[src/hw/rtl/dksf_pkg.sv]
// Package for the debounced key scanner: item kinds, register map, FIFO sizing,
// and the command bundle passed from controller to datapath. No dependencies.
package dksf_pkg;

   // FIFO geometry
   localparam int FifoDepth  = 16;
   localparam int PtrWidth   = (FifoDepth > 1) ? $clog2(FifoDepth) : 1;
   localparam int CountWidth = $clog2(FifoDepth + 1);

   // Field widths
   localparam int CodeWidth     = 8;
   localparam int KeyCountWidth = 5;
   localparam int HeldWidth     = 16;
   localparam int CsrDataWidth  = 32;
   localparam int CsrAddrWidth  = 3;

   // Register reset values
   localparam logic [7:0] ScanStepReset      = 8'd10;
   localparam logic [7:0] BacklightTimeReset = 8'd30;

   // Register indexes (word address)
   localparam logic REG_SCAN_STEP      = 1'b0;
   localparam logic REG_BACKLIGHT_TIME = 1'b1;

   typedef enum logic [1:0] {
      KIND_SCAN       = 2'd0,
      KIND_POP        = 2'd1,
      KIND_CLEAR_BUF  = 2'd2,
      KIND_CLEAR_TIME = 2'd3
   } kind_type;

   // Controller -> datapath commands
   typedef struct packed {
      logic capture;     // latch the accepted item
      logic execute;     // apply the item to state, pop read
      logic load_front;  // read the FIFO head into the result
   } ctrl_cmd_type;

endpackage

[src/hw/rtl/dksf_ctrl.sv]
// Controller state machine for the key scanner: sequences capture, execute,
// head read and result transfer. Depends on dksf_pkg.
module dksf_ctrl (
   input  logic                  clock,
   input  logic                  reset,
   input  logic                  req_valid,
   output logic                  req_ready,
   output logic                  rsp_valid,
   input  logic                  rsp_ready,
   output dksf_pkg::ctrl_cmd_type cmd
);

   typedef enum logic [3:0] {
      ST_IDLE  = 4'b0001,
      ST_EXEC  = 4'b0010,
      ST_FRONT = 4'b0100,
      ST_RESP  = 4'b1000
   } state_type;

   state_type state_ff, state_in;

   always_comb begin
      state_in = state_ff;
      case (state_ff)
         ST_IDLE:  if (req_valid) state_in = ST_EXEC;
         ST_EXEC:  state_in = ST_FRONT;
         ST_FRONT: state_in = ST_RESP;
         ST_RESP:  if (rsp_ready) state_in = ST_IDLE;
         default:  state_in = ST_IDLE;
      endcase
   end

   always_ff @(posedge clock) begin
      if (reset) begin
         state_ff <= ST_IDLE;
      end else begin
         state_ff <= state_in;
      end
   end

   assign req_ready      = (state_ff == ST_IDLE);
   assign rsp_valid      = (state_ff == ST_RESP);
   assign cmd.capture    = (state_ff == ST_IDLE) && req_valid;
   assign cmd.execute    = (state_ff == ST_EXEC);
   assign cmd.load_front = (state_ff == ST_FRONT);

endmodule

[src/hw/rtl/dksf_datapath.sv]
// Datapath for the key scanner: debouncer state, held-time counter, code FIFO
// memory and result registers. Depends on dksf_pkg.
module dksf_datapath (
   input  logic                                clock,
   input  logic                                reset,
   input  dksf_pkg::ctrl_cmd_type              cmd,
   input  logic [1:0]                          req_kind,
   input  logic [dksf_pkg::CodeWidth-1:0]      req_key_code,
   input  logic [7:0]                          scan_step,
   input  logic [7:0]                          backlight_time,
   output logic [dksf_pkg::CodeWidth-1:0]      rsp_popped_code,
   output logic [dksf_pkg::CodeWidth-1:0]      rsp_front_code,
   output logic [dksf_pkg::KeyCountWidth-1:0]  rsp_key_count,
   output logic                                rsp_key_hit,
   output logic [dksf_pkg::HeldWidth-1:0]      rsp_held_time,
   output logic                                rsp_key_down,
   output logic                                rsp_backlight_set,
   output logic [7:0]                          rsp_backlight_value
);

   localparam logic [dksf_pkg::PtrWidth-1:0] LastPtr =
      dksf_pkg::PtrWidth'(dksf_pkg::FifoDepth - 1);
   localparam logic [dksf_pkg::CountWidth-1:0] FullCount =
      dksf_pkg::CountWidth'(dksf_pkg::FifoDepth);

   // Latched item
   dksf_pkg::kind_type                kind_ff;
   logic [dksf_pkg::CodeWidth-1:0]    code_ff;

   // Scanner state
   logic                              phase_ff, phase_in;
   logic [dksf_pkg::CodeWidth-1:0]    last_ff, last_in;
   logic [dksf_pkg::PtrWidth-1:0]     wr_ptr_ff, wr_ptr_in;
   logic [dksf_pkg::PtrWidth-1:0]     rd_ptr_ff, rd_ptr_in;
   logic [dksf_pkg::CountWidth-1:0]   count_ff, count_in;
   logic [dksf_pkg::HeldWidth-1:0]    held_ff, held_in;
   logic                              flag_ff, flag_in;
   logic                              push;
   logic                              pop;

   // Result registers
   logic [dksf_pkg::CodeWidth-1:0]    popped_ff;
   logic [dksf_pkg::CodeWidth-1:0]    front_ff;
   logic                              bl_set_ff;
   logic [7:0]                        bl_value_ff;

   logic [dksf_pkg::CodeWidth-1:0]    mem [dksf_pkg::FifoDepth];

   always_ff @(posedge clock) begin
      if (cmd.capture) begin
         kind_ff <= dksf_pkg::kind_type'(req_kind);
         code_ff <= req_key_code;
      end
   end

   // Next-state for one item
   always_comb begin
      phase_in  = phase_ff;
      last_in   = last_ff;
      wr_ptr_in = wr_ptr_ff;
      rd_ptr_in = rd_ptr_ff;
      count_in  = count_ff;
      held_in   = held_ff;
      flag_in   = flag_ff;
      push      = 1'b0;
      pop       = 1'b0;
      case (kind_ff)
         dksf_pkg::KIND_SCAN: begin
            if (!phase_ff) begin
               held_in = '0;
               if (code_ff != '0) begin
                  phase_in = 1'b1;
                  last_in  = '0;
               end
            end else if (code_ff != '0) begin
               if (code_ff != last_ff) begin
                  last_in = code_ff;
                  push    = (count_ff != FullCount);
               end
               held_in = held_ff + dksf_pkg::HeldWidth'(scan_step);
               flag_in = 1'b1;
            end else begin
               phase_in = 1'b0;
               flag_in  = 1'b0;
            end
         end
         dksf_pkg::KIND_POP: begin
            pop = (count_ff != '0);
         end
         dksf_pkg::KIND_CLEAR_BUF: begin
            count_in  = '0;
            rd_ptr_in = wr_ptr_ff;
         end
         dksf_pkg::KIND_CLEAR_TIME: begin
            held_in = '0;
         end
         default: begin
            held_in = held_ff;
         end
      endcase
      if (push) begin
         wr_ptr_in = (wr_ptr_ff == LastPtr) ? '0 : wr_ptr_ff + 1'b1;
         count_in  = count_ff + 1'b1;
      end
      if (pop) begin
         rd_ptr_in = (rd_ptr_ff == LastPtr) ? '0 : rd_ptr_ff + 1'b1;
         count_in  = count_ff - 1'b1;
      end
   end

   always_ff @(posedge clock) begin
      if (reset) begin
         phase_ff  <= 1'b0;
         last_ff   <= '0;
         wr_ptr_ff <= '0;
         rd_ptr_ff <= '0;
         count_ff  <= '0;
         held_ff   <= '0;
         flag_ff   <= 1'b0;
      end else if (cmd.execute) begin
         phase_ff  <= phase_in;
         last_ff   <= last_in;
         wr_ptr_ff <= wr_ptr_in;
         rd_ptr_ff <= rd_ptr_in;
         count_ff  <= count_in;
         held_ff   <= held_in;
         flag_ff   <= flag_in;
      end
   end

   // FIFO memory: one write port, reads at the read pointer only
   always_ff @(posedge clock) begin
      if (cmd.execute && push) begin
         mem[wr_ptr_ff] <= code_ff;
      end
      if (cmd.execute) begin
         popped_ff   <= pop ? mem[rd_ptr_ff] : '0;
         bl_set_ff   <= (kind_ff == dksf_pkg::KIND_SCAN) && (count_in != '0);
         bl_value_ff <= ((kind_ff == dksf_pkg::KIND_SCAN) && (count_in != '0))
                        ? backlight_time : '0;
      end
      if (cmd.load_front) begin
         front_ff <= (count_ff != '0) ? mem[rd_ptr_ff] : '0;
      end
   end

   assign rsp_popped_code     = popped_ff;
   assign rsp_front_code      = front_ff;
   assign rsp_key_count       = dksf_pkg::KeyCountWidth'(count_ff);
   assign rsp_key_hit         = (count_ff != '0);
   assign rsp_held_time       = held_ff;
   assign rsp_key_down        = flag_ff;
   assign rsp_backlight_set   = bl_set_ff;
   assign rsp_backlight_value = bl_value_ff;

endmodule

[src/hw/rtl/debounced_key_scanner_fifo_core.sv]
// Top level of the debounced key scanner with code FIFO: configuration
// registers and the controller/datapath pair. Depends on dksf_pkg, dksf_ctrl, dksf_datapath.
//
// Each input transfer is one item: a scan tick with the sampled key code, a
// pop, a buffer clear or a held-time clear. Every item yields exactly one
// result transfer carrying the popped code, the FIFO head and count, the
// held time, the debounced key-down flag and the backlight request. The
// block works on one item at a time: an item accepted in IDLE is applied in
// the next cycle, the FIFO head is read from the code memory in the cycle
// after (single read port at the read pointer), and the result is offered
// in RESP until rsp_ready is high. Items follow the controller's four-state
// sequence IDLE, EXEC, FRONT, RESP. The 16-entry code memory needs no
// clearing pass after reset. Registers: scan_step at byte address 0,
// backlight_time at 4; write them only while the block is idle.
module debounced_key_scanner_fifo_core (
   input  logic                                clock,
   input  logic                                reset,
   // item channel
   input  logic                                req_valid,
   output logic                                req_ready,
   input  logic [1:0]                          req_kind,
   input  logic [dksf_pkg::CodeWidth-1:0]      req_key_code,
   // result channel
   output logic                                rsp_valid,
   input  logic                                rsp_ready,
   output logic [dksf_pkg::CodeWidth-1:0]      rsp_popped_code,
   output logic [dksf_pkg::CodeWidth-1:0]      rsp_front_code,
   output logic [dksf_pkg::KeyCountWidth-1:0]  rsp_key_count,
   output logic                                rsp_key_hit,
   output logic [dksf_pkg::HeldWidth-1:0]      rsp_held_time,
   output logic                                rsp_key_down,
   output logic                                rsp_backlight_set,
   output logic [7:0]                          rsp_backlight_value,
   // configuration port
   input  logic                                csr_psel,
   input  logic                                csr_penable,
   input  logic                                csr_pwrite,
   input  logic [dksf_pkg::CsrAddrWidth-1:0]   csr_paddr,
   input  logic [dksf_pkg::CsrDataWidth-1:0]   csr_pwdata,
   output logic [dksf_pkg::CsrDataWidth-1:0]   csr_prdata,
   output logic                                csr_pready
);

   dksf_pkg::ctrl_cmd_type cmd;

   logic [7:0] scan_step_ff;
   logic [7:0] backlight_time_ff;
   logic       csr_wr;
   logic       reg_sel;

   // Word address select; byte offset bits are ignored
   assign reg_sel    = csr_paddr[2];
   assign csr_wr     = csr_psel && csr_penable && csr_pwrite && csr_pready;
   assign csr_pready = 1'b1;

   always_ff @(posedge clock) begin
      if (reset) begin
         scan_step_ff      <= dksf_pkg::ScanStepReset;
         backlight_time_ff <= dksf_pkg::BacklightTimeReset;
      end else if (csr_wr) begin
         if (reg_sel == dksf_pkg::REG_SCAN_STEP) begin
            scan_step_ff <= csr_pwdata[7:0];
         end else begin
            backlight_time_ff <= csr_pwdata[7:0];
         end
      end
   end

   // Read back; both registers are 8 bits, zero extended
   always_comb begin
      case (reg_sel)
         dksf_pkg::REG_SCAN_STEP:
            csr_prdata = dksf_pkg::CsrDataWidth'(scan_step_ff);
         dksf_pkg::REG_BACKLIGHT_TIME:
            csr_prdata = dksf_pkg::CsrDataWidth'(backlight_time_ff);
         default:
            csr_prdata = '0;
      endcase
   end

   dksf_ctrl u_ctrl (
      .clock     (clock),
      .reset     (reset),
      .req_valid (req_valid),
      .req_ready (req_ready),
      .rsp_valid (rsp_valid),
      .rsp_ready (rsp_ready),
      .cmd       (cmd)
   );

   dksf_datapath u_datapath (
      .clock               (clock),
      .reset               (reset),
      .cmd                 (cmd),
      .req_kind            (req_kind),
      .req_key_code        (req_key_code),
      .scan_step           (scan_step_ff),
      .backlight_time      (backlight_time_ff),
      .rsp_popped_code     (rsp_popped_code),
      .rsp_front_code      (rsp_front_code),
      .rsp_key_count       (rsp_key_count),
      .rsp_key_hit         (rsp_key_hit),
      .rsp_held_time       (rsp_held_time),
      .rsp_key_down        (rsp_key_down),
      .rsp_backlight_set   (rsp_backlight_set),
      .rsp_backlight_value (rsp_backlight_value)
   );

endmodule
[config.mk]
export PLATFORM = sky130hd
export DESIGN_NAME = debounced_key_scanner_fifo_core
export DESIGN_NICKNAME = d
export VERILOG_FILES = /design/src/hw/rtl/dksf_pkg.sv /design/src/hw/rtl/dksf_ctrl.sv /design/src/hw/rtl/dksf_datapath.sv /design/src/hw/rtl/debounced_key_scanner_fifo_core.sv
export SDC_FILE = /design/constraint.sdc
export NUM_CORES = 1
export LEC_CHECK = 0
export BUFFER_PORTS_ARGS = -buffer_cell sky130_fd_sc_hd__buf_2
export CELL_PAD_IN_SITES_DETAIL_PLACEMENT = 0
export CELL_PAD_IN_SITES_GLOBAL_PLACEMENT = 1
export CORE_MARGIN = 2
export CORE_UTILIZATION = 25
export CTS_CLUSTER_DIAMETER = 40
export CTS_CLUSTER_SIZE = 8
export DETAILED_ROUTE_END_ITERATION = 12
export PLACE_DENSITY_LB_ADDON = 0.08
export SYNTH_ARGS = -nofsm -noshare
export SYNTH_HDL_FRONTEND = slang
export SYNTH_SLANG_ARGS = --single-unit
[constraint.sdc]
create_clock -name clock -period 4.3 [get_ports clock]
set_clock_uncertainty 0.1 [all_clocks]
set_input_delay 0.43 -clock clock [delete_from_list [all_inputs] [get_ports clock]]
set_output_delay 0.43 -clock clock [all_outputs]
set_load 0.005 [all_outputs]
== After elaboration in Yosys (flattened, before gate mapping) ==
Memory sizes are Yosys's and may differ from the RTL's. A register that Yosys moved wholly into a read port is not among the register bits.
Cells that the tools add are included.

* Add/sub/neg operators: 5
* Eq/ne operators: 15
* Muxes and demuxes: 28
* Bitwise operators: 1
* Reductions and logical operators: 20

{| class="wikitable"
|+ Operator list
! kind !! number
|-
| 32-bit one-hot mux with 2 select lines || 1
|-
| 16-bit 2-to-1 mux || 2
|-
| 4-bit 2-to-1 mux || 8
|-
| 8-bit 2-to-1 mux || 4
|-
| 16-bit one-hot mux with 2 select lines || 1
|-
| 16-bit by 8-bit adder with 16-bit output || 1
|-
| 4-bit one-hot mux with 4 select lines || 1
|-
| 5-bit 2-to-1 mux || 3
|-
| 4-bit == test (second input constant) || 3
|-
| 2-bit AND reduction || 6
|-
| 5-bit nonzero test || 2
|-
| 4-bit by 1-bit adder with 4-bit output (second input constant) || 2
|-
| 1-bit 2-to-1 mux || 8
|-
| 8-bit != test || 1
|-
| 8-bit nonzero test || 1
|-
| 3-bit AND reduction || 2
|-
| 5-bit by 1-bit adder with 5-bit output (second input constant) || 1
|-
| 1-bit logical AND || 5
|-
| 5-bit != test (second input constant) || 1
|-
| 5-bit by 1-bit subtractor with 5-bit output (second input constant) || 1
|-
| 2-bit == test (second input constant) || 2
|-
| 4-bit by 1-bit == test with 1-bit output (second input constant) || 1
|-
| 4-bit by 2-bit == test with 1-bit output (second input constant) || 1
|-
| 4-bit by 3-bit == test with 1-bit output (second input constant) || 1
|-
| 8 further kinds || 10
|}

* Flip-flop bits (word level): 94
* Memory bits (writable): 128
* Bits of input ports: 52
* Output and inout bits: 83
* Word-level logic and storage cells: 86
* Memories: 1

{| class="wikitable"
|+ Memory list
! memory !! words !! bits a word !! read ports !! clocked after memory_dff !! write ports !! RTL line !! RTL
|-
| u_datapath.mem || 16 || 8 || 1 || 1 || 1 || dksf_datapath.sv:47 || <nowiki>logic [dksf_pkg::CodeWidth-1:0] mem [dksf_pkg::FifoDepth];</nowiki>
|}

== Logic depth before layout (Yosys ltp) ==
Gate-level depths: netlist (run 1).

* Depth after elaboration: 9
* Depth in mapped cells: 11

== Modules after synthesis ==
From an unflattened synthesis (run 1), not the netlist that was laid out.

* Cell total of the unflattened synthesis: 688
* Area, all modules: 9908.3 um^2

{| class="wikitable"
|+ Modules (own cells, without submodules)
! module !! instances !! cells an instance !! area each (um^2) !! seq. area each (um^2)
|-
| dksf_datapath || 1 || 562 || 8673.3 || 5755.5
|-
| debounced_key_scanner_fifo_core || 1 || 102 || 994.7 || 320.3
|-
| dksf_ctrl || 1 || 24 || 240.2 || 80.1
|}

== Worst setup path after synthesis (run 1) ==
Ideal clock, no wire load.

* Kind: reg-to-reg
* Start point: reg u_datapath.code_ff[5] (netlist name)
* End point: reg u_datapath.bl_value_ff[0], in the netlist u_datapath.rsp_backlight_value[0] (data pin)
* Setup time: 255 ps
* Data arrival time: 2429 ps
* Setup slack: 1516 ps
* Cell stages (with the launch flop): 9
* Buffers on the path: 1
* Clock period less this slack: 2784 ps
* Cell sequence: edfxtp_1 or4_4 o211ai_4 o21ba_4 buf_6 a21boi_1 nor3_1 nand4_2 and3_1

* Longest elaborated chain between the ends: 9
* Elaborated cells between the ends (all ways): 10

{| class="wikitable"
|+ Ends and longest elaborated chain
! what !! RTL line !! RTL
|-
| from (decl) || dksf_datapath.sv:28 || <nowiki>logic [dksf_pkg::CodeWidth-1:0] code_ff;</nowiki>
|-
| from (signal assigned) || dksf_datapath.sv:52 || <nowiki>code_ff <= req_key_code;</nowiki>
|-
| 8-bit != test || dksf_datapath.sv:76 || <nowiki>if (code_ff != last_ff) begin</nowiki>
|-
| 1-bit 2-to-1 mux || dksf_datapath.sv:76 ||
|-
| 1-bit 2-to-1 mux * || dksf_datapath.sv:75 || <nowiki>end else if (code_ff != '0) begin</nowiki>
|-
| 1-bit 2-to-1 mux * || dksf_datapath.sv:69 || <nowiki>if (!phase_ff) begin</nowiki>
|-
| 1-bit 2-to-1 mux * || dksf_datapath.sv:67 || <nowiki>case (kind_ff)</nowiki>
|-
| 5-bit 2-to-1 mux * || dksf_datapath.sv:101 || <nowiki>if (push) begin</nowiki>
|-
| 5-bit 2-to-1 mux * || dksf_datapath.sv:105 || <nowiki>if (pop) begin</nowiki>
|-
| 5-bit nonzero test * || dksf_datapath.sv:139 || <nowiki>bl_value_ff <= ((kind_ff == dksf_pkg::KIND_SCAN) && (count_in != '0))</nowiki>
|-
| 1-bit logical AND * || dksf_datapath.sv:139 ||
|-
| to (signal assigned) || dksf_datapath.sv:139 ||
|-
| to (decl) || dksf_datapath.sv:45 || <nowiki>logic [7:0] bl_value_ff;</nowiki>
|}

Mark *: on every way between the ends. The rest lies on a longest branch, timed or not.
A chain may end at the register's enable or synchronous reset.

== Final worst setup path (run 1) ==
* Start point: reg u_datapath.count_ff, in the netlist u_datapath.rsp_key_count[0]
* End point: reg u_datapath.bl_value_ff[3], in the netlist u_datapath.rsp_backlight_value[3] (data pin)

* Longest elaborated chain between the ends: 9
* Elaborated cells between the ends (all ways): 14

{| class="wikitable"
|+ Ends and longest elaborated chain
! what !! RTL line !! RTL
|-
| from (decl) || dksf_datapath.sv:35 || <nowiki>logic [dksf_pkg::CountWidth-1:0] count_ff, count_in;</nowiki>
|-
| from (signal assigned) || dksf_datapath.sv:125 || <nowiki>count_ff <= count_in;</nowiki>
|-
| 5-bit != test || dksf_datapath.sv:78 || <nowiki>push = (count_ff != FullCount);</nowiki>
|-
| 1-bit 2-to-1 mux || dksf_datapath.sv:76 ||
|-
| 1-bit 2-to-1 mux || dksf_datapath.sv:75 ||
|-
| 1-bit 2-to-1 mux || dksf_datapath.sv:69 ||
|-
| 1-bit 2-to-1 mux || dksf_datapath.sv:67 ||
|-
| 5-bit 2-to-1 mux || dksf_datapath.sv:101 ||
|-
| 5-bit 2-to-1 mux * || dksf_datapath.sv:105 ||
|-
| 5-bit nonzero test * || dksf_datapath.sv:139 ||
|-
| 1-bit logical AND * || dksf_datapath.sv:139 ||
|}

Marked as above.

==> results of run 1 <==
==> critical path, cell delays in order, from the launching register on <==
cell	delay, ps
dfxtp_1	440
inv_1	140
ha_1	230
or4b_1	470
nand2_1	420
o21ai_0	330
a41oi_1	90
a211oi_2	350
nand4_2	240
and3_1	260
==> sequential cells by signal, summed over array words and instances (netlist names), named ones only <==
signal	flops
u_datapath.rsp_key_count	5
backlight_time_ff	8
u_datapath.rsp_held_time	16
u_datapath.rsp_backlight_value	8
u_ctrl.state_ff	4
u_datapath.kind_ff	2
u_datapath.rd_ptr_ff	4
u_datapath.rsp_front_code	8
u_datapath.rsp_backlight_set	1
u_datapath.last_ff	8
u_datapath.mem	128
u_datapath.wr_ptr_ff	4
scan_step_ff	8
u_datapath.phase_ff	1
u_datapath.rsp_popped_code	8
u_datapath.code_ff	8
u_datapath.rsp_key_down	1
==> where the power goes <==
group | switching, mW | internal, mW | total, mW
sequential | 0.0375 | 2.37 | 2.41
combinational | 0.112 | 0.0700 | 0.182
clock | 1.12 | 2.29 | 3.41
total | 1.27 | 4.73 | 6.00
==> kinds of logic after synthesis <==
group,count (synthesis),synth area share [%]
flops,226,63.0
simple gates,208,11.2
compound gates,103,7.15
buf+inv,69,3.79
mux,54,10.7
fa+ha+maj,21,2.76
xor+xnor,15,1.34
other cells,2,0.0768
==> timing repair <==
action / in CTS / in global routing
endpoints found under the hold margin: 11 / 0
hold buffers: 11 / 0
setup buffers: 0 / 0
==> synth_stat cells (5+ instances only) <==
master	count	area share [%]
a211oi_1	5	0.38
a21oi_1	39	2.0
a22oi_1	5	0.38
and2_1	14	0.90
and3_1	20	1.3
buf_2	8	0.41
buf_4	25	1.9
clkbuf_1	21	0.81
dfxtp_1	63	13
edfxtp_1	163	50
ha_1	20	2.6
inv_1	12	0.46
mux2_2	8	0.92
mux2i_1	6	0.61
mux4_2	40	9.2
nand2_1	45	1.7
nand2b_1	12	0.77
nand3_1	18	0.92
nand3b_1	5	0.38
nor2_1	50	1.9
nor2b_1	6	0.38
nor3_1	10	0.51
nor4b_1	5	0.45
o211ai_1	5	0.38
o21ai_0	17	0.87
xnor2_1	12	1.1
==> area by class of cell <==
type                       count  area share [%]
clock buffer                  60            10.5
sequential                   226            49.8
inverter                      12           0.364
clock inverter                22            1.73
timing repair buffer         112            5.34
tap                          518            5.24
multi-input combinational    426            27.0
==> through the flow <==
| step | power, mW | util, % |
|---|---|---|
| after floorplan | 2.56 | - |
| after global placement | 2.62 | 27.8 |
| after detailed placement | 2.63 | 27.8 |
| after CTS | 6.11 | 32.0 |
| after global routing | 6.22 | 32.0 |
| final | 6.00 | 32.0 |
==> how the worst max path moves through the flow <==
stage,depth (start not counted),end,slack (ps),start
final,9,u_datapath.rsp_backlight_value[3],980,u_datapath.rsp_key_count[0]
after global placement,7,u_datapath.mem[11][3],1000,u_datapath.kind_ff[0]
after CTS,9,u_datapath.rsp_backlight_value[3],910,u_datapath.rsp_key_count[0]
after global routing,7,u_datapath.mem[15][7],660,u_datapath.kind_ff[0]
after floorplan,8,u_datapath.rsp_backlight_value[0],1520,u_datapath.code_ff[5]
after detailed placement,7,u_datapath.mem[11][3],910,u_datapath.kind_ff[0]
==> metal layers <==
metal | up-vias | global-route usage (%) | part of all wire, %
li1 | 2874 | - | -
met1 | 3033 | 16.7 | 46
met2 | 142 | 20.7 | 47
met3 | 44 | 2.87 | 5.1
met4 | 0 | 4.78 | 2.8
met5 | - | 0 | 0
==> impl_metrics.toml, run 1 <==
[sta]
tightest_slew_ps = 1120
fin_crit_ps = 3320
finalHoldWorstSlack_ps = 32.7
tns_ps = 0
setup_ws_ps = 977
post-route-period-util_pct = 77.3
setup_viol = 0
max_freq_ghz = 0.301
hold_viol = 0
maxSlewHeadroom_pct = 25.0
slew_viol_final = 0
rsz0062_at_grt = "false"

[layout]
area_growth_pct = 26.5
regArea_um2 = 6160
final_cell_area_um2 = 12400
nNetsFinal = 897
antenna_cells = 0
drive_gt1_share_pct = 27.3
final_cells = 1376
final_cell_mix = "163 x edfxtp_1, 83 x buf_2, 61 x dfxtp_1"
multi_input_area_um2 = 3340
final_common_cell = "edfxtp_1"
fillerInstances = 3844

[setup_path]
r2r_end = "u_datapath.rsp_backlight_value[3]"
critPathKind = "flop to flop"
ff2ff_path_depth = 9
startpoint_type = "flop"
endpoint_kind = "flop"
crit_fanout = 19
critPathArrivalTime_ps = 3500
reg2reg_from = "u_datapath.rsp_key_count[0]"
cp.required_ps = 4480
r2r_setup_slack_ps = 980

[global_route]
grt_pass1_wl_um = 39400
grt_usage_pct = 12.8
grt_max_degree = 33
grt_overflow = 0
grt_pass1_vias = 6548
antenna_found_initial = 1

[run]
cap_violations = 0

[logic_synthesis]
synth-main-ff-cell = "edfxtp_1"
netlist_area_um2 = 9780
post_synth.cell_area_avg_um2 = 14.0
yosysSeqAreaShare_pct = 63.0
synth_cells = 698
synth.distinct_cells = 63
ys_seq_elements = 226
async_flop_share_pct = 0
synth_warnings = 0
synth_edf_count = 163

[pwr]
power_density_nw_per_um2 = 485
p_leak_nw = 4.39
vdd_drop_max_uv = 211

[route]
avgRoutedWirePerCell_um = 18.5
via_per_inst = 4.43
drc_errors = 0
vias = 6093
first_pass_iters = 4
drtAntennaViolNets = 0
wl_um = 25500
drt_iter0_drc = 209

[placed_design]
dp_hpwl_um = 17200
dp_cells = 1283
io_buffer_count = 83
gp_congestion = 0.759
pre_cts_slack_ps = 912
dpl-instance-area_um2 = 10700

[floorplan]
die_area_um2 = 40700
placementRows = 72
core_um2 = 38600
start_util_pct = 25.3
die_y_um = 202
io_pins = 135
die_w_um = 202

[clocking]
cts_tree = "done"
clkTransAtPathRegs_ps = 50
cts_buffers = 46
clk_path_buf_depth = 3
cts_root_buffer = "clkbuf_16"
ctsHtreeMaxLevel = 2
cts_resized = 0
clock-sinks = 226
clkLatencyLatePin_ps = 530

[run_status]
outcome = "finished, final reports clean"

[hold_path]
whs_endpoint = "scan_step_ff[3]"
hp-class = "input pin to flop"
worstHoldPathCells = 2
hold_start = "csr_pwdata[3]"
(Power assumes the default switching activity.)
==> inputs of run 2 (changes only) <==
- clock period: 4.3 -> 3.1 ns (I/O delays scaled with it)
==> impl_metrics.toml, run 2 (same netlist as run 1, synthesis figures left out) <==
[layout]
nNetsFinal = 929
final_cell_mix = "163 x edfxtp_1, 83 x buf_2, 62 x dfxtp_1"
top_register = "u_datapath.mem"
area_growth_pct = 27.6
antenna_cells = 0
largest_reg_flops = 128
drive_gt1_share_pct = 28.0
final_cells = 1403
final_common_cell = "edfxtp_1"

[route]
avgRoutedWirePerCell_um = 17.7
drt_iter0_drc = 299
drc_errors = 0
via_per_inst = 4.42
first_pass_iters = 6
drtAntennaViolNets = 0
wl_um = 24900
vias = 6206

[sta]
hold_viol = 0
max_freq_ghz = 0.342
fin_crit_ps = 2920
slew_viol_final = 0
rsz0062_at_grt = "false"
tightest_slew_ps = 935
maxSlewHeadroom_pct = 37.5
setup_viol = 0
tns_ps = 0
post-route-period-util_pct = 94.3

[floorplan]
die_w_um = 202
placementRows = 72
start_util_pct = 25.3
io_pins = 135
die_area_um2 = 40700
die_y_um = 202
core_um2 = 38600

[clocking]
clkTransAtPathRegs_ps = 40
clk_path_buf_depth = 3
cts_tree = "done"
ctsHtreeMaxLevel = 2
cts_buffers = 44
cts_root_buffer = "clkbuf_16"
clock-sinks = 226
cts_setup_buffers = 0
clkLatencyLatePin_ps = 530

[setup_path]
slowest_delay_ps = 570
critPathArrivalTime_ps = 3100
path_buf_inv = 1
endpoint_kind = "flop"
crit_fanout = 11
crit_family = "simple AND/OR/NAND/NOR gates"
startpoint_type = "flop"
critPathKind = "flop to flop"
crit_chain = "inv_1 > ha_1 > or4bb_1 > o211ai_4 > o21ba_4 > a21boi_1 > nor3_1 > nand4_4 > and3_1"
critPathSlowestCell = "or4bb_1"
cp.required_ps = 3270

[global_route]
grt_usage_pct = 12.4
grt_max_degree = 44
grt_pass1_vias = 6606
grt_overflow = 0
antenna_found_initial = 0
grt_pass1_wl_um = 38600

[pwr]
swShare_pct = 21.8
power_density_nw_per_um2 = 627
p_switching_mw = 1.71
vdd_drop_max_uv = 340
pwr-share-clk_pct = 53.8
seqPwrFrac_pct = 42.3
totalPowerFinal_mw = 7.83
comb_power_share_pct = 3.9
p_int_mw = 6.12
p_leak_nw = 4.48

[placed_design]
dp_cells = 1308
gp_congestion = 0.769
dp_hpwl_um = 17400
io_buffer_count = 83

[hold_path]
hp-class = "input pin to flop"

[run]
cap_violations = 0

[run_status]
outcome = "finished, final reports clean"
[run 2: metal layers]
| metal | GRT usage (%) | routed length (um) | vias to the layer above |
|---|---|---|---|
| met2 | 21.2 | 12100 | 150 |
| met4 | 4.12 | 522 | 0 |
| li1 | - | - | 2929 |
| met5 | 0 | 0 | - |
| met3 | 2.93 | 1190 | 38 |
| met1 | 15.4 | 11100 | 3089 |
[run 2: worst min-delay path: stages]
cell and delay (ps):
buf_2 100, nand3_1 70, nor2_1 130, nand2_1 100
a21oi_1 50
[run 2: path summary, 6_finish.rpt]
path                            slack, ps                                end  depth (start not counted)                         from
worst max register to register        180  u_datapath.rsp_backlight_value[5]                          9  u_datapath.rsp_key_count[1]
worst min-delay path                  190               backlight_time_ff[5]                          5                  csr_penable
worst max-delay path                  180  u_datapath.rsp_backlight_value[5]                          9  u_datapath.rsp_key_count[1]
worst min register to register        380              u_datapath.last_ff[0]                          2        u_datapath.last_ff[0]
[run 2: power groups by stage]
stage,clock (mW),combinational [mW],sequential (mW)
after CTS,4.36,0.309,3.31
after floorplan,0,0.167,3.38
final,4.21,0.304,3.31
after detailed placement,0,0.288,3.37
after global routing,4.50,0.339,3.31
after global placement,0,0.280,3.36
[run 2: cell type report]
| cell class | count | area [um2] |
|---|---|---|
| fill | 3860 | 26200 |
| timing repair buffer | 146 | 951 |
| inverter | 12 | 45.0 |
| clock buffer | 53 | 1150 |
| sequential | 226 | 6160 |
| clock inverter | 22 | 169 |
| multi-input combinational | 426 | 3350 |
| tap | 518 | 648 |
[run 2: per-stage QoR]
stage	cell area (um2)	utilization, %	hold slack (ps)	setup slack [ps]
after floorplan	9860	-	309	316
after global placement	10900	28.3	367	218
after detailed placement	10900	28.3	375	169
after CTS	12500	32.3	180	150
after global routing	12500	32.3	229	21.5
final	12500	32.3	191	177
[run 2: what timing repair did]
action	CTS	global route
hold buffers	20	0
hold endpoints to repair	28	0
setup endpoints to repair	0	7
resized for setup	0	1
==> inputs of run 3 (changes only) <==
--- a/config.mk
+++ b/config.mk
@@ -6,5 +6,5 @@
 export NUM_CORES = 1
 export LEC_CHECK = 0
-export BUFFER_PORTS_ARGS = -buffer_cell sky130_fd_sc_hd__buf_2
+export BUFFER_PORTS_ARGS = -buffer_cell sky130_fd_sc_hd__clkbuf_2
 export CELL_PAD_IN_SITES_DETAIL_PLACEMENT = 0
 export CELL_PAD_IN_SITES_GLOBAL_PLACEMENT = 1
==> constraint.sdc (replaced) <==
create_clock -name clock -period 3.1 [get_ports clock]
set_clock_uncertainty 0.1 [all_clocks]
set_input_delay 0.93 -clock clock [delete_from_list [all_inputs] [get_ports clock]]
set_output_delay 0.93 -clock clock [all_outputs]
set_load 0.05 [all_outputs]
==> impl_metrics.toml, run 3 (same netlist as run 1, synthesis figures left out) <==
[run_status]
outcome = "finished, final reports clean"

[pwr]
swShare_pct = 21.5
totalPowerFinal_mw = 8.48
seqPwrFrac_pct = 39.0
pwr-share-clk_pct = 56.2
power_density_nw_per_um2 = 677
comb_power_share_pct = 4.8
vdd_drop_max_uv = 329
p_leak_nw = 4.52
p_switching_mw = 1.82
p_int_mw = 6.66

[clocking]
cts_resized = 1
clock-sinks = 226
clkTransAtPathRegs_ps = 40
clkLatencyLatePin_ps = 520
cts_root_buffer = "clkbuf_16"
cts_buffers = 46
cts_setup_buffers = 0
clk_path_buf_depth = 3
cts_hold_buf = 0
cts_tree = "done"
ctsHtreeMaxLevel = 2

[setup_path]
r2r_setup_slack_ps = 210
ff2ff_path_depth = 9
endpoint_kind = "primary output"
crit_end = "rsp_key_hit"
startpoint_type = "flop"
reg2reg_from = "u_datapath.rsp_key_count[1]"
critPathArrivalTime_ps = 1970
r2r_end = "u_datapath.rsp_backlight_value[1]"
critPathKind = "flop to primary output"
cp-startpoint = "u_datapath.rsp_key_count[1]"
cp.required_ps = 2070
crit_fanout = 17

[route]
vias = 6182
avgRoutedWirePerCell_um = 18.5
via_per_inst = 4.43
drt_iter0_drc = 306
drtAntennaViolNets = 0
drc_errors = 0
first_pass_iters = 5
wl_um = 25900

[layout]
drive_gt1_share_pct = 30.0
final_common_cell = "edfxtp_1"
top_register = "u_datapath.mem"
largest_reg_flops = 128
nNetsFinal = 918
utilization_pct = 32.4
area_growth_pct = 28.2
fillerInstances = 3831
final_cell_mix = "163 x edfxtp_1, 82 x clkbuf_2, 62 x dfxtp_1"
final_cells = 1395
regArea_um2 = 6160
antenna_cells = 0
multi_input_area_um2 = 3360

[run]
cap_violations = 0

[sta]
post-route-period-util_pct = 96.7
tns_ps = 0
maxSlewHeadroom_pct = 54.6
setup_ws_ps = 104
setup_viol = 0
tightest_slew_ps = 674
rsz0062_at_grt = "false"
max_freq_ghz = 0.334
hold_viol = 0
slew_viol_final = 0
fin_crit_ps = 3000

[floorplan]
io_pins = 135
placementRows = 72
die_area_um2 = 40700
die_y_um = 202
die_w_um = 202
start_util_pct = 25.3
core_um2 = 38600

[placed_design]
dp_cells = 1315
io_buffer_count = 83
dp_hpwl_um = 17800
gp_congestion = 0.731
pre_cts_slack_ps = 184

[global_route]
grt_max_degree = 33
grt_pass1_vias = 6530
antenna_found_initial = 0
use_met2_pct = 21.7
grt_pass1_wl_um = 39400
grt_overflow = 0
gr-usage-met3_pct = 2.82
busiest_layer = "met2"
use_met1_pct = 16.1
grt_usage_pct = 12.7

[hold_path]
worstHoldPathCells = 2
hp-class = "flop to flop"
run 3: cell types whose count changed in the layout (fill, tap and decap cells not counted), sizes merged:
cell / before / now
clkbuf: 53 / 146
buf: 126 / 51
dlygate4sd3: 20 / 0
clkinv: 17 / 11
bufinv: 1 / 4
inv: 14 / 12
clkinvlp: 2 / 1
run 3: how the worst min path moves through the flow:
stage | endpoint | slack, ps | start
after CTS | u_datapath.last_ff[5] | 380 | u_datapath.last_ff[5]
after global placement | u_datapath.last_ff[6] | 370 | u_datapath.last_ff[6]
final | u_datapath.rsp_held_time[0] | 380 | u_datapath.rsp_held_time[0]
after detailed placement | u_datapath.rsp_held_time[0] | 370 | u_datapath.rsp_held_time[0]
after global routing | u_datapath.last_ff[1] | 400 | u_datapath.last_ff[1]
after floorplan | backlight_time_ff[0] | 340 | backlight_time_ff[0]
run 3: critical path, cell delays in order (launching register included):
cell and delay (ps):
dfxtp_1 300, inv_1 90, ha_1 170, or4b_4 480
buf_4 200, buf_4 200
run 3: area by class of cell:
type | count | area share (%)
Timing Repair Buffer | 133 | 6.43
Inverter | 12 | 0.359
Sequential cell | 226 | 49.1
Multi-Input combinational cell | 426 | 26.8
Tap cell | 518 | 5.17
Clock buffer | 64 | 10.5
Clock inverter | 16 | 1.55
run 3: per-layer routing:
| metal | share of wire, % | vias to the layer above |
|---|---|---|
| met5 | 0 | - |
| met4 | 2.3 | 0 |
| met3 | 4.8 | 39 |
| met2 | 48 | 145 |
| met1 | 45 | 3086 |
| li1 | - | 2912 |
run 3: power groups by stage:
stage	logic (mW)	registers [mW]	clock network, mW
3_5_place_dp	0.408	3.37	0
6_report	0.406	3.31	4.77
5_1_grt	0.441	3.31	5.03
4_1_cts	0.410	3.31	4.90
2_1_floorplan	0.257	3.40	0
3_3_place_gp	0.402	3.36	0
run 3: per-stage QoR:
stage	cell area [um2]	hold slack (ps)
after CTS	12500	383
after detailed placement	11000	374
after global routing	12500	400
after floorplan	9870	341
final	12500	380
after global placement	11000	366
